===== src/hdl/wfr_pkg.sv =====
// shared types and constants for the websocket frame receiver
// depends on nothing; imported by the parser, output register, top level, checker and testbench
package wfr_pkg;

    // parse phases, one-hot
    typedef enum logic [4:0] {
        PH_HDR0 = 5'b00001,
        PH_HDR1 = 5'b00010,
        PH_EXT  = 5'b00100,
        PH_KEY  = 5'b01000,
        PH_DATA = 5'b10000
    } phase_t;

    // frame opcodes that matter to the parser
    localparam logic [3:0] OP_CONT   = 4'h0;
    localparam logic [3:0] OP_TEXT   = 4'h1;
    localparam logic [3:0] OP_BINARY = 4'h2;
    localparam logic [3:0] OP_CLOSE  = 4'h8;

    // 7-bit length codes that announce an extended length
    localparam logic [6:0] LEN_EXT16 = 7'd126;
    localparam logic [6:0] LEN_EXT64 = 7'd127;

    // byte counts of the extended length and masking key fields
    localparam logic [3:0] EXT16_BYTES = 4'd2;
    localparam logic [3:0] EXT64_BYTES = 4'd8;
    localparam logic [3:0] KEY_BYTES   = 4'd4;

    // one result item
    typedef struct packed {
        logic       has_data;
        logic [7:0] payload_byte;
        logic [3:0] frame_opcode;
        logic       final_flag;
        logic       frame_end;
        logic       message_end;
    } result_t;

endpackage


===== src/hdl/wfr_in_stage.sv =====
// input register stage: holds one received byte until the parser takes it
// depends on nothing else
module wfr_in_stage (
    input  logic       aclk,
    input  logic       aresetn,
    input  logic       s_valid,
    output logic       s_ready,
    input  logic [7:0] s_data_byte,
    input  logic       take,
    output logic       byte_valid,
    output logic [7:0] byte_data
);

    logic       vld_reg;
    logic       vld_next;
    logic [7:0] byte_reg;
    logic       in_xfer;

    // free when empty or when the held byte leaves this cycle
    assign s_ready = !vld_reg || take;
    assign in_xfer = s_valid && s_ready;

    always_comb begin
        vld_next = vld_reg;
        if (in_xfer) begin
            vld_next = 1'b1;
        end else if (take) begin
            vld_next = 1'b0;
        end
    end

    always_ff @(posedge aclk) begin
        if (!aresetn) begin
            vld_reg <= 1'b0;
        end else begin
            vld_reg <= vld_next;
        end
    end

    // byte register, no reset needed
    always_ff @(posedge aclk) begin
        if (in_xfer) begin
            byte_reg <= s_data_byte;
        end
    end

    assign byte_valid = vld_reg;
    assign byte_data  = byte_reg;

endmodule


===== src/hdl/wfr_parser.sv =====
// frame parser: header, extended length, masking key and payload unmasking
// depends on wfr_pkg
module wfr_parser (
    input  logic             aclk,
    input  logic             aresetn,
    input  logic             fire,
    input  logic [7:0]       data_byte,
    output logic             emit,
    output wfr_pkg::result_t result
);
    import wfr_pkg::*;

    phase_t      phase_reg, phase_next;
    logic        fin_reg, fin_next;
    logic [3:0]  opcode_reg, opcode_next;
    logic        mask_reg, mask_next;
    logic [3:0]  left_reg, left_next;
    logic [63:0] remain_reg, remain_next;
    logic [31:0] key_reg, key_next;
    logic [1:0]  offset_reg, offset_next;
    logic        stopped_reg, stopped_next;

    logic [6:0]  len7;
    logic [63:0] ext_len;
    logic [3:0]  left_dec;
    logic [63:0] rem_dec;
    logic [7:0]  key_byte;
    logic        after_len;
    logic        hdr_done;
    logic [63:0] len_val;
    logic        last;
    logic        data_op;

    assign len7     = data_byte[6:0];
    assign ext_len  = {remain_reg[55:0], data_byte};
    assign left_dec = left_reg - 4'd1;
    assign rem_dec  = remain_reg - 64'd1;
    assign data_op  = (opcode_reg == OP_CONT) || (opcode_reg == OP_TEXT) ||
                      (opcode_reg == OP_BINARY);

    // key byte for the current offset, first received key byte first
    always_comb begin
        unique case (offset_reg)
            2'd0:    key_byte = key_reg[31:24];
            2'd1:    key_byte = key_reg[23:16];
            2'd2:    key_byte = key_reg[15:8];
            default: key_byte = key_reg[7:0];
        endcase
    end

    // next state and result for the byte at the parser input
    always_comb begin
        phase_next   = phase_reg;
        fin_next     = fin_reg;
        opcode_next  = opcode_reg;
        mask_next    = mask_reg;
        left_next    = left_reg;
        remain_next  = remain_reg;
        key_next     = key_reg;
        offset_next  = offset_reg;
        stopped_next = stopped_reg;
        after_len    = 1'b0;
        hdr_done     = 1'b0;
        len_val      = remain_reg;
        emit         = 1'b0;
        last         = 1'b0;
        result       = '0;

        if (!stopped_reg) begin
            unique case (phase_reg)
                PH_HDR0: begin
                    fin_next    = data_byte[7];
                    opcode_next = data_byte[3:0];
                    phase_next  = PH_HDR1;
                end
                PH_HDR1: begin
                    mask_next   = data_byte[7];
                    key_next    = '0;
                    remain_next = '0;
                    if (len7 == LEN_EXT16 || len7 == LEN_EXT64) begin
                        left_next  = (len7 == LEN_EXT16) ? EXT16_BYTES : EXT64_BYTES;
                        phase_next = PH_EXT;
                    end else begin
                        len_val     = {57'd0, len7};
                        remain_next = {57'd0, len7};
                        after_len   = 1'b1;
                    end
                end
                PH_EXT: begin
                    remain_next = ext_len;
                    left_next   = left_dec;
                    len_val     = ext_len;
                    after_len   = (left_dec == 4'd0);
                end
                PH_KEY: begin
                    key_next  = {key_reg[23:0], data_byte};
                    left_next = left_dec;
                    hdr_done  = (left_dec == 4'd0);
                end
                PH_DATA: begin
                    offset_next = offset_reg + 2'd1;
                    remain_next = rem_dec;
                    emit        = 1'b1;
                    last        = (rem_dec == 64'd0);
                    result.has_data     = 1'b1;
                    result.payload_byte = data_byte ^ key_byte;
                end
                default: begin
                    phase_next = PH_HDR0;
                end
            endcase

            // length complete: masking key next, or header is done
            if (after_len) begin
                if (mask_next) begin
                    left_next  = KEY_BYTES;
                    phase_next = PH_KEY;
                end else begin
                    hdr_done = 1'b1;
                end
            end

            // header done: start payload or close an empty frame
            if (hdr_done) begin
                offset_next = 2'd0;
                if (len_val == 64'd0) begin
                    emit = 1'b1;
                    last = 1'b1;
                end else begin
                    phase_next = PH_DATA;
                end
            end

            // end of frame returns to header, a close frame stops the parser
            if (last) begin
                phase_next = PH_HDR0;
                if (opcode_reg == OP_CLOSE) begin
                    stopped_next = 1'b1;
                end
            end

            result.frame_opcode = opcode_reg;
            result.final_flag   = fin_reg;
            result.frame_end    = last;
            result.message_end  = last && fin_reg && data_op;
        end
    end

    always_ff @(posedge aclk) begin
        if (!aresetn) begin
            phase_reg   <= PH_HDR0;
            fin_reg     <= 1'b0;
            opcode_reg  <= '0;
            mask_reg    <= 1'b0;
            left_reg    <= '0;
            remain_reg  <= '0;
            key_reg     <= '0;
            offset_reg  <= '0;
            stopped_reg <= 1'b0;
        end else if (fire) begin
            phase_reg   <= phase_next;
            fin_reg     <= fin_next;
            opcode_reg  <= opcode_next;
            mask_reg    <= mask_next;
            left_reg    <= left_next;
            remain_reg  <= remain_next;
            key_reg     <= key_next;
            offset_reg  <= offset_next;
            stopped_reg <= stopped_next;
        end
    end

endmodule


===== src/hdl/wfr_out_reg.sv =====
// result register between the parser and the result channel
// depends on wfr_pkg
module wfr_out_reg (
    input  logic             aclk,
    input  logic             aresetn,
    input  logic             load,
    input  wfr_pkg::result_t res_in,
    input  logic             m_ready,
    output logic             m_valid,
    output logic             room,
    output wfr_pkg::result_t res_out
);
    import wfr_pkg::*;

    logic    vld_reg;
    logic    vld_next;
    result_t res_reg;

    // can take a new result when empty or when the held one transfers now
    assign room = !vld_reg || m_ready;

    always_comb begin
        vld_next = vld_reg;
        if (load) begin
            vld_next = 1'b1;
        end else if (m_ready) begin
            vld_next = 1'b0;
        end
    end

    always_ff @(posedge aclk) begin
        if (!aresetn) begin
            vld_reg <= 1'b0;
        end else begin
            vld_reg <= vld_next;
        end
    end

    always_ff @(posedge aclk) begin
        if (load) begin
            res_reg <= res_in;
        end
    end

    assign m_valid = vld_reg;
    assign res_out = res_reg;

endmodule


===== src/hdl/websocket_frame_receiver_unit.sv =====
// websocket frame receiver: one byte in per cycle unless a result meets a full output, unmasked payload out
// path: a byte is held in the input stage, parsed, then held in the output register
// throughput: one byte per cycle unless a result meets a full output, set by the single-pass parse stage
// header bytes that make no result advance even while a result waits on the output register
// reset (synchronous, active low) empties both stages and returns the parser
// to the first header byte, clearing the stop after a close frame
module websocket_frame_receiver_unit (
    input  logic       aclk,
    input  logic       aresetn,
    input  logic       s_valid,
    output logic       s_ready,
    input  logic [7:0] s_data_byte,
    output logic       m_valid,
    input  logic       m_ready,
    output logic       m_has_data,
    output logic [7:0] m_payload_byte,
    output logic [3:0] m_frame_opcode,
    output logic       m_final_flag,
    output logic       m_frame_end,
    output logic       m_message_end
);
    import wfr_pkg::*;

    logic       byte_valid;
    logic [7:0] byte_data;
    logic       fire;
    logic       emit;
    logic       room;
    result_t    res;
    result_t    res_out;

    // a byte moves on unless it makes a result and the output is full
    assign fire = byte_valid && (!emit || room);

    wfr_in_stage u_in (
        .aclk        (aclk),
        .aresetn     (aresetn),
        .s_valid     (s_valid),
        .s_ready     (s_ready),
        .s_data_byte (s_data_byte),
        .take        (fire),
        .byte_valid  (byte_valid),
        .byte_data   (byte_data)
    );

    wfr_parser u_parser (
        .aclk      (aclk),
        .aresetn   (aresetn),
        .fire      (fire),
        .data_byte (byte_data),
        .emit      (emit),
        .result    (res)
    );

    wfr_out_reg u_out (
        .aclk    (aclk),
        .aresetn (aresetn),
        .load    (fire && emit),
        .res_in  (res),
        .m_ready (m_ready),
        .m_valid (m_valid),
        .room    (room),
        .res_out (res_out)
    );

    assign m_has_data     = res_out.has_data;
    assign m_payload_byte = res_out.payload_byte;
    assign m_frame_opcode = res_out.frame_opcode;
    assign m_final_flag   = res_out.final_flag;
    assign m_frame_end    = res_out.frame_end;
    assign m_message_end  = res_out.message_end;

endmodule


===== config.mk =====
export PLATFORM = sky130hd
export DESIGN_NAME = websocket_frame_receiver_unit
export DESIGN_NICKNAME = d
export VERILOG_FILES = /design/src/hdl/wfr_pkg.sv /design/src/hdl/wfr_in_stage.sv /design/src/hdl/wfr_parser.sv /design/src/hdl/wfr_out_reg.sv /design/src/hdl/websocket_frame_receiver_unit.sv
export SDC_FILE = /design/constraint.sdc
export NUM_CORES = 1
export LEC_CHECK = 0
export ABC_AREA = 1
export BUFFER_PORTS_ARGS = -buffer_cell sky130_fd_sc_hd__buf_2
export CAP_MARGIN = 40
export CORE_MARGIN = 3
export CORE_UTILIZATION = 45
export DETAILED_ROUTE_END_ITERATION = 8
export HOLD_SLACK_MARGIN = 0.08
export PLACE_DENSITY = 0.66
export SETUP_SLACK_MARGIN = 0.1
export SYNTH_ARGS = -nofsm -noshare
export SYNTH_HDL_FRONTEND = slang
export SYNTH_SLANG_ARGS = --single-unit

===== constraint.sdc =====
create_clock -name aclk -period 3.56 [get_ports aclk]
set_clock_uncertainty 0.2 [all_clocks]
set_input_delay 0.712 -clock aclk [delete_from_list [all_inputs] [get_ports aclk]]
set_output_delay 0.712 -clock aclk [all_outputs]
set_load 0.02 [all_outputs]

==> impl_metrics.ini, run 1 <==
[floorplan]
initial_core_util = 0.466
die_w_um = 147
die_h_um = 147
rows = 50
die-area_um2 = 21500
pin_count = 30
core_area_um2 = 19100

[grt]
grt_pass1_wl_um = 45900
grtUsageTotal = 0.266
grt_overflow = 0
grt_antenna_before_repair = 0
grt_max_degree = 56
grt_pass1_vias = 8400

[sta]
tightestPinTransition_ps = 656
final.setup.worst_slack_ps = 266
period_minus_slack_ps = 3290
setup_viol = 0
rsz0062_at_grt = true
drv_slew = 0
max_freq_ghz = 0.304
period_share = 0.925
slew_headroom = 0.562
setup_tns_ps = 0
hold_viol_final = 0

[synth]
synth_edf_count = 24
synth-seq-area-share = 0.342
synth_area_per_cell_um2 = 6.41
syn-instance-count = 1388
ys_ff_latch = 140
synth_top_area_cell = dfxtp_1
syn-num-nets = 1408
synth_top_area_share = 0.261
yosys_warnings = 0
ys_types = 45
syn_area_um2 = 8900
ys.flop_type = dfxtp_1
ys_async_sr_fraction = 0
synth_area_leaders = dfxtp_1 26%, nand2_1 15%, nor2_1 11%

[placed_design]
portBuffers = 29
place_worst_setup_slack_ps = 231
gp_congestion = 0.980
hpwl_um = 20900
placed_cells = 1648
postPlaceCellArea_um2 = 9270

[cts]
clk_latency_ps = 440
path_clk_slew_ps = 70
numCtsBuffers = 17
cts_root_buf = clkbuf_16
cts_tree = yes
clk_path_buf_depth = 2
cts_sinks = 140
hold_buffers = 0
cts-htree-levels = 4

[setup_path]
max_stage_delay_ps = 350
cp_common_cell = nand2_1
cp-end-kind = primary output
crit_family = simple AND/OR/NAND/NOR gates
crit_chain = nor2_1, nand2_1, nor2_2, nand2_1, nand2_1, o21ai_1, nor2_1, nand2_1, nor2_1, nand3_2, nand2_4, nand3_2, buf_4
r2r_setup_slack_ps = 380
required_ps = 2650
critPathBufInv = 1
r2r_start = u_parser.phase_reg[2]
r2r_cells = 16
cp.arrival_ps = 2380
critPathKind = flip-flop to primary output
slowest_stage = dfxtp_1
reg2reg_to = u_parser.remain_reg[27]
start_kind = flip-flop
crit_fanout = 5

[layout]
drive_above_1_share = 0.130
final_cell_mix = 359 x nand2_1, 245 x nor2_1, 109 x dfxtp_1, 101 x a21oi_1, 89 x inv_1
layoutNonFillerInstCount = 1693
antenna-diode-count = 0
finalNetCount = 1440
final_common_cell = nand2_1
final_cell_area_um2 = 10100
syn_to_final_growth_pct = 13.1
largest_reg_flops = 64

[run_status]
status = finished, final reports clean

[power_and_ir_drop]
p_leak_nw = 4.86
p_per_area_nw_per_um2 = 398
ir_worst_vdd_v = 0.000341

[min_path]
hold_path_class = input port to flip-flop
min_path_cells = 1
min_from = s_data_byte[2]
holdPathEnd = u_in.byte_data[2]

[drt]
drt-total-wl_um = 28800
vias = 9312
drtIter0Drc = 1163
wl_per_cell_um = 17.0
route.detailed.drc = 0
antenna_left = 0
via_per_inst = 5.50
first_pass_iters = 6

[flow_run]
drv_cap = 0
-- routing by layer --
| layer | vias up | global-route usage | wire, um |
|---|---|---|---|
| li1 | 4630 | - | - |
| met1 | 4293 | 0.401 | 13800 |
| met2 | 360 | 0.395 | 12500 |
| met3 | 29 | 0.0490 | 2220 |
| met4 | 0 | 0.0564 | 345 |
| met5 | - | 0 | 0 |
-- cells in the mapped netlist (4+ instances only) --
master / instances
nand3b_1: 10
clkbuf_1: 30
or2_2: 9
edfxtp_1: 24
ha_1: 8
nand2_2: 4
buf_2: 7
a22oi_1: 27
nor2_2: 6
inv_2: 9
nand4_1: 10
o21ai_0: 85
nor3_1: 8
nand3_1: 87
buf_6: 8
nor2_1: 266
o21ai_1: 29
inv_1: 89
xnor2_1: 4
buf_4: 10
nand2_1: 361
xor2_1: 19
a21oi_1: 101
dfxtp_1: 116
o22ai_1: 18
a21oi_2: 10
-- worst max path at each step --
stage / depth (start not counted) / endpoint / start
detailed placement: 15 / u_parser.remain_reg[25] / u_parser.phase_reg[1]
CTS: 10 / s_ready / u_parser.phase_reg[0]
floorplan: 10 / s_ready / u_parser.left_reg[0]
global placement: 18 / u_out.res_out[0] / u_parser.remain_reg[0]
global route: 13 / s_ready / u_parser.remain_reg[11]
finish: 13 / s_ready / u_parser.remain_reg[0]
-- power breakdown --
part,internal [mW],switching [mW],total (mW)
Clock,0.972,0.822,1.79
Sequential,1.63,0.0232,1.65
Combinational,0.178,0.387,0.565
Total,2.78,1.23,4.01
-- logic make-up (layout without fill, tap and decap cells) --
| logic type | Yosys count | after routing | share of synthesized area |
|---|---|---|---|
| flops | 140 | 140 | 0.342 |
| fa+ha+maj | 8 | 8 | 0.0112 |
| buf+inv | 158 | 203 | 0.0786 |
| xor+xnor | 23 | 23 | 0.0226 |
| simple gates | 779 | 779 | 0.370 |
| compound gates | 280 | 280 | 0.175 |
-- metrics by stage --
| stage | utilization | power [mW] | hold slack, ps |
|---|---|---|---|
| global placement | 0.485 | 2.23 | 249 |
| floorplan | - | 2.07 | 239 |
| finish | 0.527 | 4.01 | 246 |
| global route | 0.527 | 4.16 | 237 |
| CTS | 0.517 | 4.01 | 235 |
| detailed placement | 0.486 | 2.23 | 255 |
-- cell type report --
class	count	area [um2]
clock inverter	14	140
inverter	101	379
clock buffer	18	450
tap	260	325
sequential	140	3050
fill	1956	9020
timing repair buffer	70	467
multi-input combinational	1090	5250
-- worst reg2reg max path, delay by kind of cell, from the launching register on --
family | cells | cell delay [ps]
and+or+nand+nor | 12 | 1570
buffers and inverters | 4 | 920
DFF | 1 | 380
-- repair_timing --
action | in CTS | in global routing
endpoints found under the hold margin | 0 | 0
gates cloned | 0 | 0
pin swaps | 0 | 5
endpoints found under the setup margin | 1 | 59
buffers inserted | 0 | 13
gates resized for setup | 2 | 37
(Power assumes the default switching activity.)
==> run 2: changes to the inputs <==
--- a/config.mk
+++ b/config.mk
@@ -13,6 +13,7 @@
 export DETAILED_ROUTE_END_ITERATION = 8
 export HOLD_SLACK_MARGIN = 0.08
 export PLACE_DENSITY = 0.66
+export RECOVER_POWER = 50
 export SETUP_SLACK_MARGIN = 0.1
 export SYNTH_ARGS = -nofsm -noshare
 export SYNTH_HDL_FRONTEND = slang
==> run 2 against run 1 <==
- sequential power about the same
- critical path depth is the same
- fmax shrank 1.5%
==> impl_metrics.ini, run 2 (synthesized netlist as in run 1, its figures left out) <==
[sta]
period_share = 0.939
whs_ps = 243
max_freq_ghz = 0.299
slew_headroom = 0.553
setup_tns_ps = 0
setup_viol = 0
hold_viol_final = 0
rsz0062_at_grt = true
drv_slew = 0
tightestPinTransition_ps = 670
period_minus_slack_ps = 3340
final.setup.worst_slack_ps = 217

[setup_path]
start_kind = flip-flop
crit_chain = nor2_1, nand2_1, nor2_1, nand2_1, nand2_1, o21ai_0, nor2_1, nand2_1, nor2_1, nand3_2, nand2_4, nand3_2, buf_4
crit_family = simple AND/OR/NAND/NOR gates
slowest_stage = dfxtp_1
max_stage_delay_ps = 350
critPathBufInv = 1
required_ps = 2650
crit_fanout = 5
cp.arrival_ps = 2430
cp-end-kind = primary output
critPathKind = flip-flop to primary output

[floorplan]
die_h_um = 147
rows = 50
die_w_um = 147
pin_count = 30
initial_core_util = 0.466
die-area_um2 = 21500
core_area_um2 = 19100

[flow_run]
drv_cap = 0

[layout]
syn_to_final_growth_pct = 12.6
antenna-diode-count = 0
layoutNonFillerInstCount = 1693
fin_util = 0.525
final_common_cell = nand2_1
largest_reg_flops = 64
finalNetCount = 1440
drive_above_1_share = 0.115
final_cell_mix = 360 x nand2_1, 246 x nor2_1, 109 x dfxtp_1, 101 x a21oi_1, 91 x inv_1

[cts]
cts_tree = yes
cts-htree-levels = 4
path_clk_slew_ps = 70
cts_root_buf = clkbuf_16
clk_path_buf_depth = 2
hold_buffers = 0
numCtsBuffers = 17
clk_latency_ps = 440
cts_sinks = 140

[drt]
drtIter0Drc = 1068
via_per_inst = 5.54
route.detailed.drc = 0
first_pass_iters = 6
antenna_left = 0
drt-total-wl_um = 28900
wl_per_cell_um = 17.1
vias = 9385

[power_and_ir_drop]
switching_share = 0.307
p_int_mw = 2.78
p_leak_nw = 4.79
clkPwrFrac = 0.448
ir_worst_vdd_v = 0.000342
pwr-share-comb = 0.140
p_seq_frac = 0.412
p_sw_mw = 1.23
p_per_area_nw_per_um2 = 400

[min_path]
hold_path_class = input port to flip-flop

[placed_design]
portBuffers = 29
gp_congestion = 0.980
placed_cells = 1648
hpwl_um = 20900
place_worst_setup_slack_ps = 231

[grt]
grtUsageTotal = 0.266
grt_max_degree = 56
grt_antenna_before_repair = 0
grt_overflow = 0
grt_pass1_wl_um = 45900
grt_pass1_vias = 8400

[run_status]
status = finished, final reports clean
## run 2: cell count changes in the layout (fill, tap and decap cells not counted), moves of 2 or more
cell / before / now
buf_2: 28 / 10
clkbuf_1: 0 / 18
inv_2: 9 / 7
o21ai_0: 85 / 89
o21ai_1: 29 / 25
inv_1: 89 / 91
## run 2: final cells by class
type | count | area (um2)
clock buffer | 18 | 450
multi-input combinational | 1090 | 5230
fill | 1965 | 9060
inverter | 101 | 379
timing repair buffer | 70 | 444
tap | 260 | 325
clock inverter | 14 | 140
sequential | 140 | 3050
## run 2: path summary, 6_finish.rpt
path	cells past startpoint	slack, ps	startpoint	end
min	1	240	s_data_byte[4]	u_in.byte_data[4]
min reg2reg	2	260	u_parser.mask_reg	u_parser.mask_reg
max	13	220	u_parser.remain_reg[0]	s_ready
max reg2reg	15	290	u_parser.phase_reg[2]	u_out.res_out[13]
## run 2: what timing repair did
| action | in CTS | in global routing |
|---|---|---|
| gates resized for setup | 2 | 37 |
| endpoints found under the hold margin | 0 | 0 |
| pin swaps | 0 | 5 |
| buffers inserted | 0 | 13 |
| endpoints found under the setup margin | 1 | 59 |
## run 2: layer usage
layer,share of wire,track usage
met1,0.47,0.401
met2,0.43,0.395
met4,0.012,0.0564
met3,0.084,0.0490
met5,0,0
## run 2: stage by stage
stage,total power [mW],cell area (um2)
final,4.01,10000
after floorplan,2.07,8900
after global placement,2.23,9250
after CTS,4.01,9860
after detailed placement,2.23,9270
after global routing,4.16,10000
## run 2: power groups by stage
stage                     sequential (mW)  combinational, mW  clock (mW)
after floorplan                      1.68              0.388           0
after global placement               1.68              0.544           0
after detailed placement             1.68              0.542           0
after CTS                            1.65              0.544        1.81
after global routing                 1.65              0.626        1.88
final                                1.65              0.562        1.80
==> run 3: changes to the inputs <==
--- a/config.mk
+++ b/config.mk
@@ -12,9 +12,11 @@
 export CORE_UTILIZATION = 45
 export DETAILED_ROUTE_END_ITERATION = 8
 export HOLD_SLACK_MARGIN = 0.08
+export MAX_ROUTING_LAYER = met4
 export PLACE_DENSITY = 0.66
 export RECOVER_POWER = 50
 export SETUP_SLACK_MARGIN = 0.1
 export SYNTH_ARGS = -nofsm -noshare
 export SYNTH_HDL_FRONTEND = slang
+export SYNTH_HIERARCHICAL = 1
 export SYNTH_SLANG_ARGS = --single-unit
==> constraint.sdc (replaced) <==
create_clock -name aclk -period 3.56 [get_ports aclk]
set_clock_uncertainty 0.2 [all_clocks]
set_input_delay 0.712 -clock aclk [delete_from_list [all_inputs] [get_ports aclk]]
set_output_delay 0.712 -clock aclk [all_outputs]
set_load 0.005 [all_outputs]
==> run 3 against run 2 <==
- cell count shrank 0.53%
- non-clock buffer count up 14
- sequential cell count is the same
- area after synthesis down 0.67%
- combinational power up 81%
- fmax shrank 2.8%
- final area is 2.1% higher
- sequential power hardly changed
- hold slack improved by 20 ps
- routed wire length is 4.7% higher
- largest cell class unchanged
==> impl_metrics.ini, run 3 <==
[run_status]
status = finished, final reports clean

[drt]
first_pass_iters = 7
route.detailed.drc = 0
wl_per_cell_um = 18.0
vias = 9527
via_per_inst = 5.66
drtIter0Drc = 953
antenna_left = 0
drt-total-wl_um = 30300

[power_and_ir_drop]
p_leak_nw = 4.72
p_per_area_nw_per_um2 = 438
ir_worst_vdd_v = 0.000328

[synth]
syn_area_um2 = 8840
ys_async_sr_fraction = 0
synth_xor_area_frac = 0.00892
synth_top_area_cell = dfxtp_1
synth_fa_ha_area_frac = 0.0113
synth_top_area_share = 0.263
ys_top_cells_by_count = 410 x nand2_1, 184 x nor2_1, 141 x inv_1, 119 x a21oi_1, 116 x dfxtp_1
synth-compound-area-share = 0.183
yosys_warnings = 6
synth_top_family_by_area = simple AND/OR/NAND/NOR gates
ys_types = 44
synth_edf_count = 24
synth_area_leaders = dfxtp_1 26%, nand2_1 17%, edfxtp_1 8.2%
syn-num-nets = 1381
synth-seq-area-share = 0.344
yosys.cell_count.top_type = nand2_1
ys.flop_type = dfxtp_1
synth_area_per_cell_um2 = 6.50
syn-instance-count = 1361
synthMuxAreaShare = 0
synth_simple_gate_area_frac = 0.365
ys_ff_latch = 140

[layout]
multi_input_area_um2 = 5130
final_common_cell = nand2_1
drive_above_1_share = 0.133
syn_to_final_growth_pct = 15.8
final_cell_mix = 406 x nand2_1, 165 x nor2_1, 139 x inv_1, 119 x a21oi_1, 110 x dfxtp_1
final_cell_area_um2 = 10200
antenna-diode-count = 0
seq_area_um2 = 3050
finalNetCount = 1431
largest_reg_flops = 64
fillCellCount = 1921

[setup_path]
critPathKind = flip-flop to primary output
start_kind = flip-flop
required_ps = 2650
r2r_setup_slack_ps = 270
cp-end-kind = primary output
cp.arrival_ps = 2530
crit_fanout = 4

[cts]
cts_root_buf = clkbuf_16
cts-htree-levels = 4
clk_path_buf_depth = 2
cts_tree = yes
path_clk_slew_ps = 70
clk_latency_ps = 420
cts_sinks = 140
numCtsBuffers = 17

[grt]
grt_pass1_wl_um = 47300
grt_antenna_before_repair = 0
grt_max_degree = 66
grt_pass1_vias = 8582
grt_overflow = 0
grtUsageTotal = 0.283

[placed_design]
place_worst_setup_slack_ps = 224
portBuffers = 29
hpwl_um = 21800
postPlaceCellArea_um2 = 9430
gp_congestion = 0.988

[sta]
final.setup.worst_slack_ps = 122
period_share = 0.966
whs_ps = 263
tightestPinTransition_ps = 775
setup_viol = 0
hold_viol_final = 0
rsz0062_at_grt = true
max_freq_ghz = 0.291
drv_slew = 0
slew_headroom = 0.483
period_minus_slack_ps = 3440

[floorplan]
die_w_um = 146
core_area_um2 = 19000
die_h_um = 146
initial_core_util = 0.465
rows = 50
pin_count = 30
die-area_um2 = 21400

[flow_run]
drv_cap = 0

[min_path]
hold_path_class = flip-flop to flip-flop
-- run 3: worst max-delay path: stages (launching register included) --
cell and delay (ps):
dfxtp_1 320, buf_4 150, nor2_1 180, nand2_1 140, nor2_1 350, nand4_1 190
nand3_1 110, nand4_1 130, a21oi_2 200, a21oi_2 90, inv_2 70, nand2_2 60
buf_6 120
-- run 3: what timing repair did --
| item | 4_1_cts | 5_1_grt |
|---|---|---|
| pin swaps | 7 | 12 |
| buffers inserted | 10 | 7 |
| gates resized for setup | 15 | 28 |
| hold buffers | 0 | 0 |
| setup endpoints to repair | 1 | 103 |
-- run 3: power breakdown --
group          internal, mW  switching, mW  total (mW)
Sequential             1.64         0.0265        1.66
Clock                 0.994          0.803        1.80
Combinational         0.309          0.712        1.02
-- run 3: stage by stage --
stage | util | cells | TNS [ps] | total power [mW]
5_1_grt | 0.538 | 1684 | -10.8 | 4.68
3_5_place_dp | 0.496 | 1635 | 0 | 2.67
2_1_floorplan | - | 1361 | 0 | 2.39
3_3_place_gp | 0.496 | 1635 | 0 | 2.66
4_1_cts | 0.533 | 1677 | 0 | 4.47
6_report | 0.538 | 1684 | 0 | 4.48
-- run 3: cells by family (layout without fill, tap and decap cells) --
kind of cell             Yosys count  after routing
XOR/XNOR                           9              9
flip-flops                       140            140
AND/OR/NAND/NOR                  742            742
buffers and inverters            200            263
AO/OA/AOI/OAI                    262            262
adder cells (fa/ha/maj)            8              8
-- run 3: layout make-up --
class,instances,area share
Clock inverter,14,0.0148
Timing Repair Buffer,84,0.0578
Sequential cell,140,0.298
Tap cell,260,0.0318
Clock buffer,18,0.0419
Inverter,147,0.0542
Multi-Input combinational cell,1021,0.501
-- run 3: path summary, 6_finish.rpt --
| kind | startpoint | end | cells past startpoint |
|---|---|---|---|
| worst max-delay path | u_parser/remain_reg[17] | s_ready | 12 |
| worst min-delay path | u_parser/key_reg[29] | u_parser/key_reg[29] | 2 |
| worst max register to register | u_parser/phase_reg[3] | u_parser/key_reg[4] | 20 |
| worst min register to register | u_parser/key_reg[29] | u_parser/key_reg[29] | 2 |
-- run 3: layer usage --
| layer | vias up | track usage | wire length [um] |
|---|---|---|---|
| met3 | 55 | 0.0500 | 2150 |
| met2 | 385 | 0.413 | 13400 |
| met4 | 0 | 0.0738 | 705 |
| met1 | 4476 | 0.407 | 14100 |
| li1 | 4611 | - | - |
| met5 | - | - | 0 |
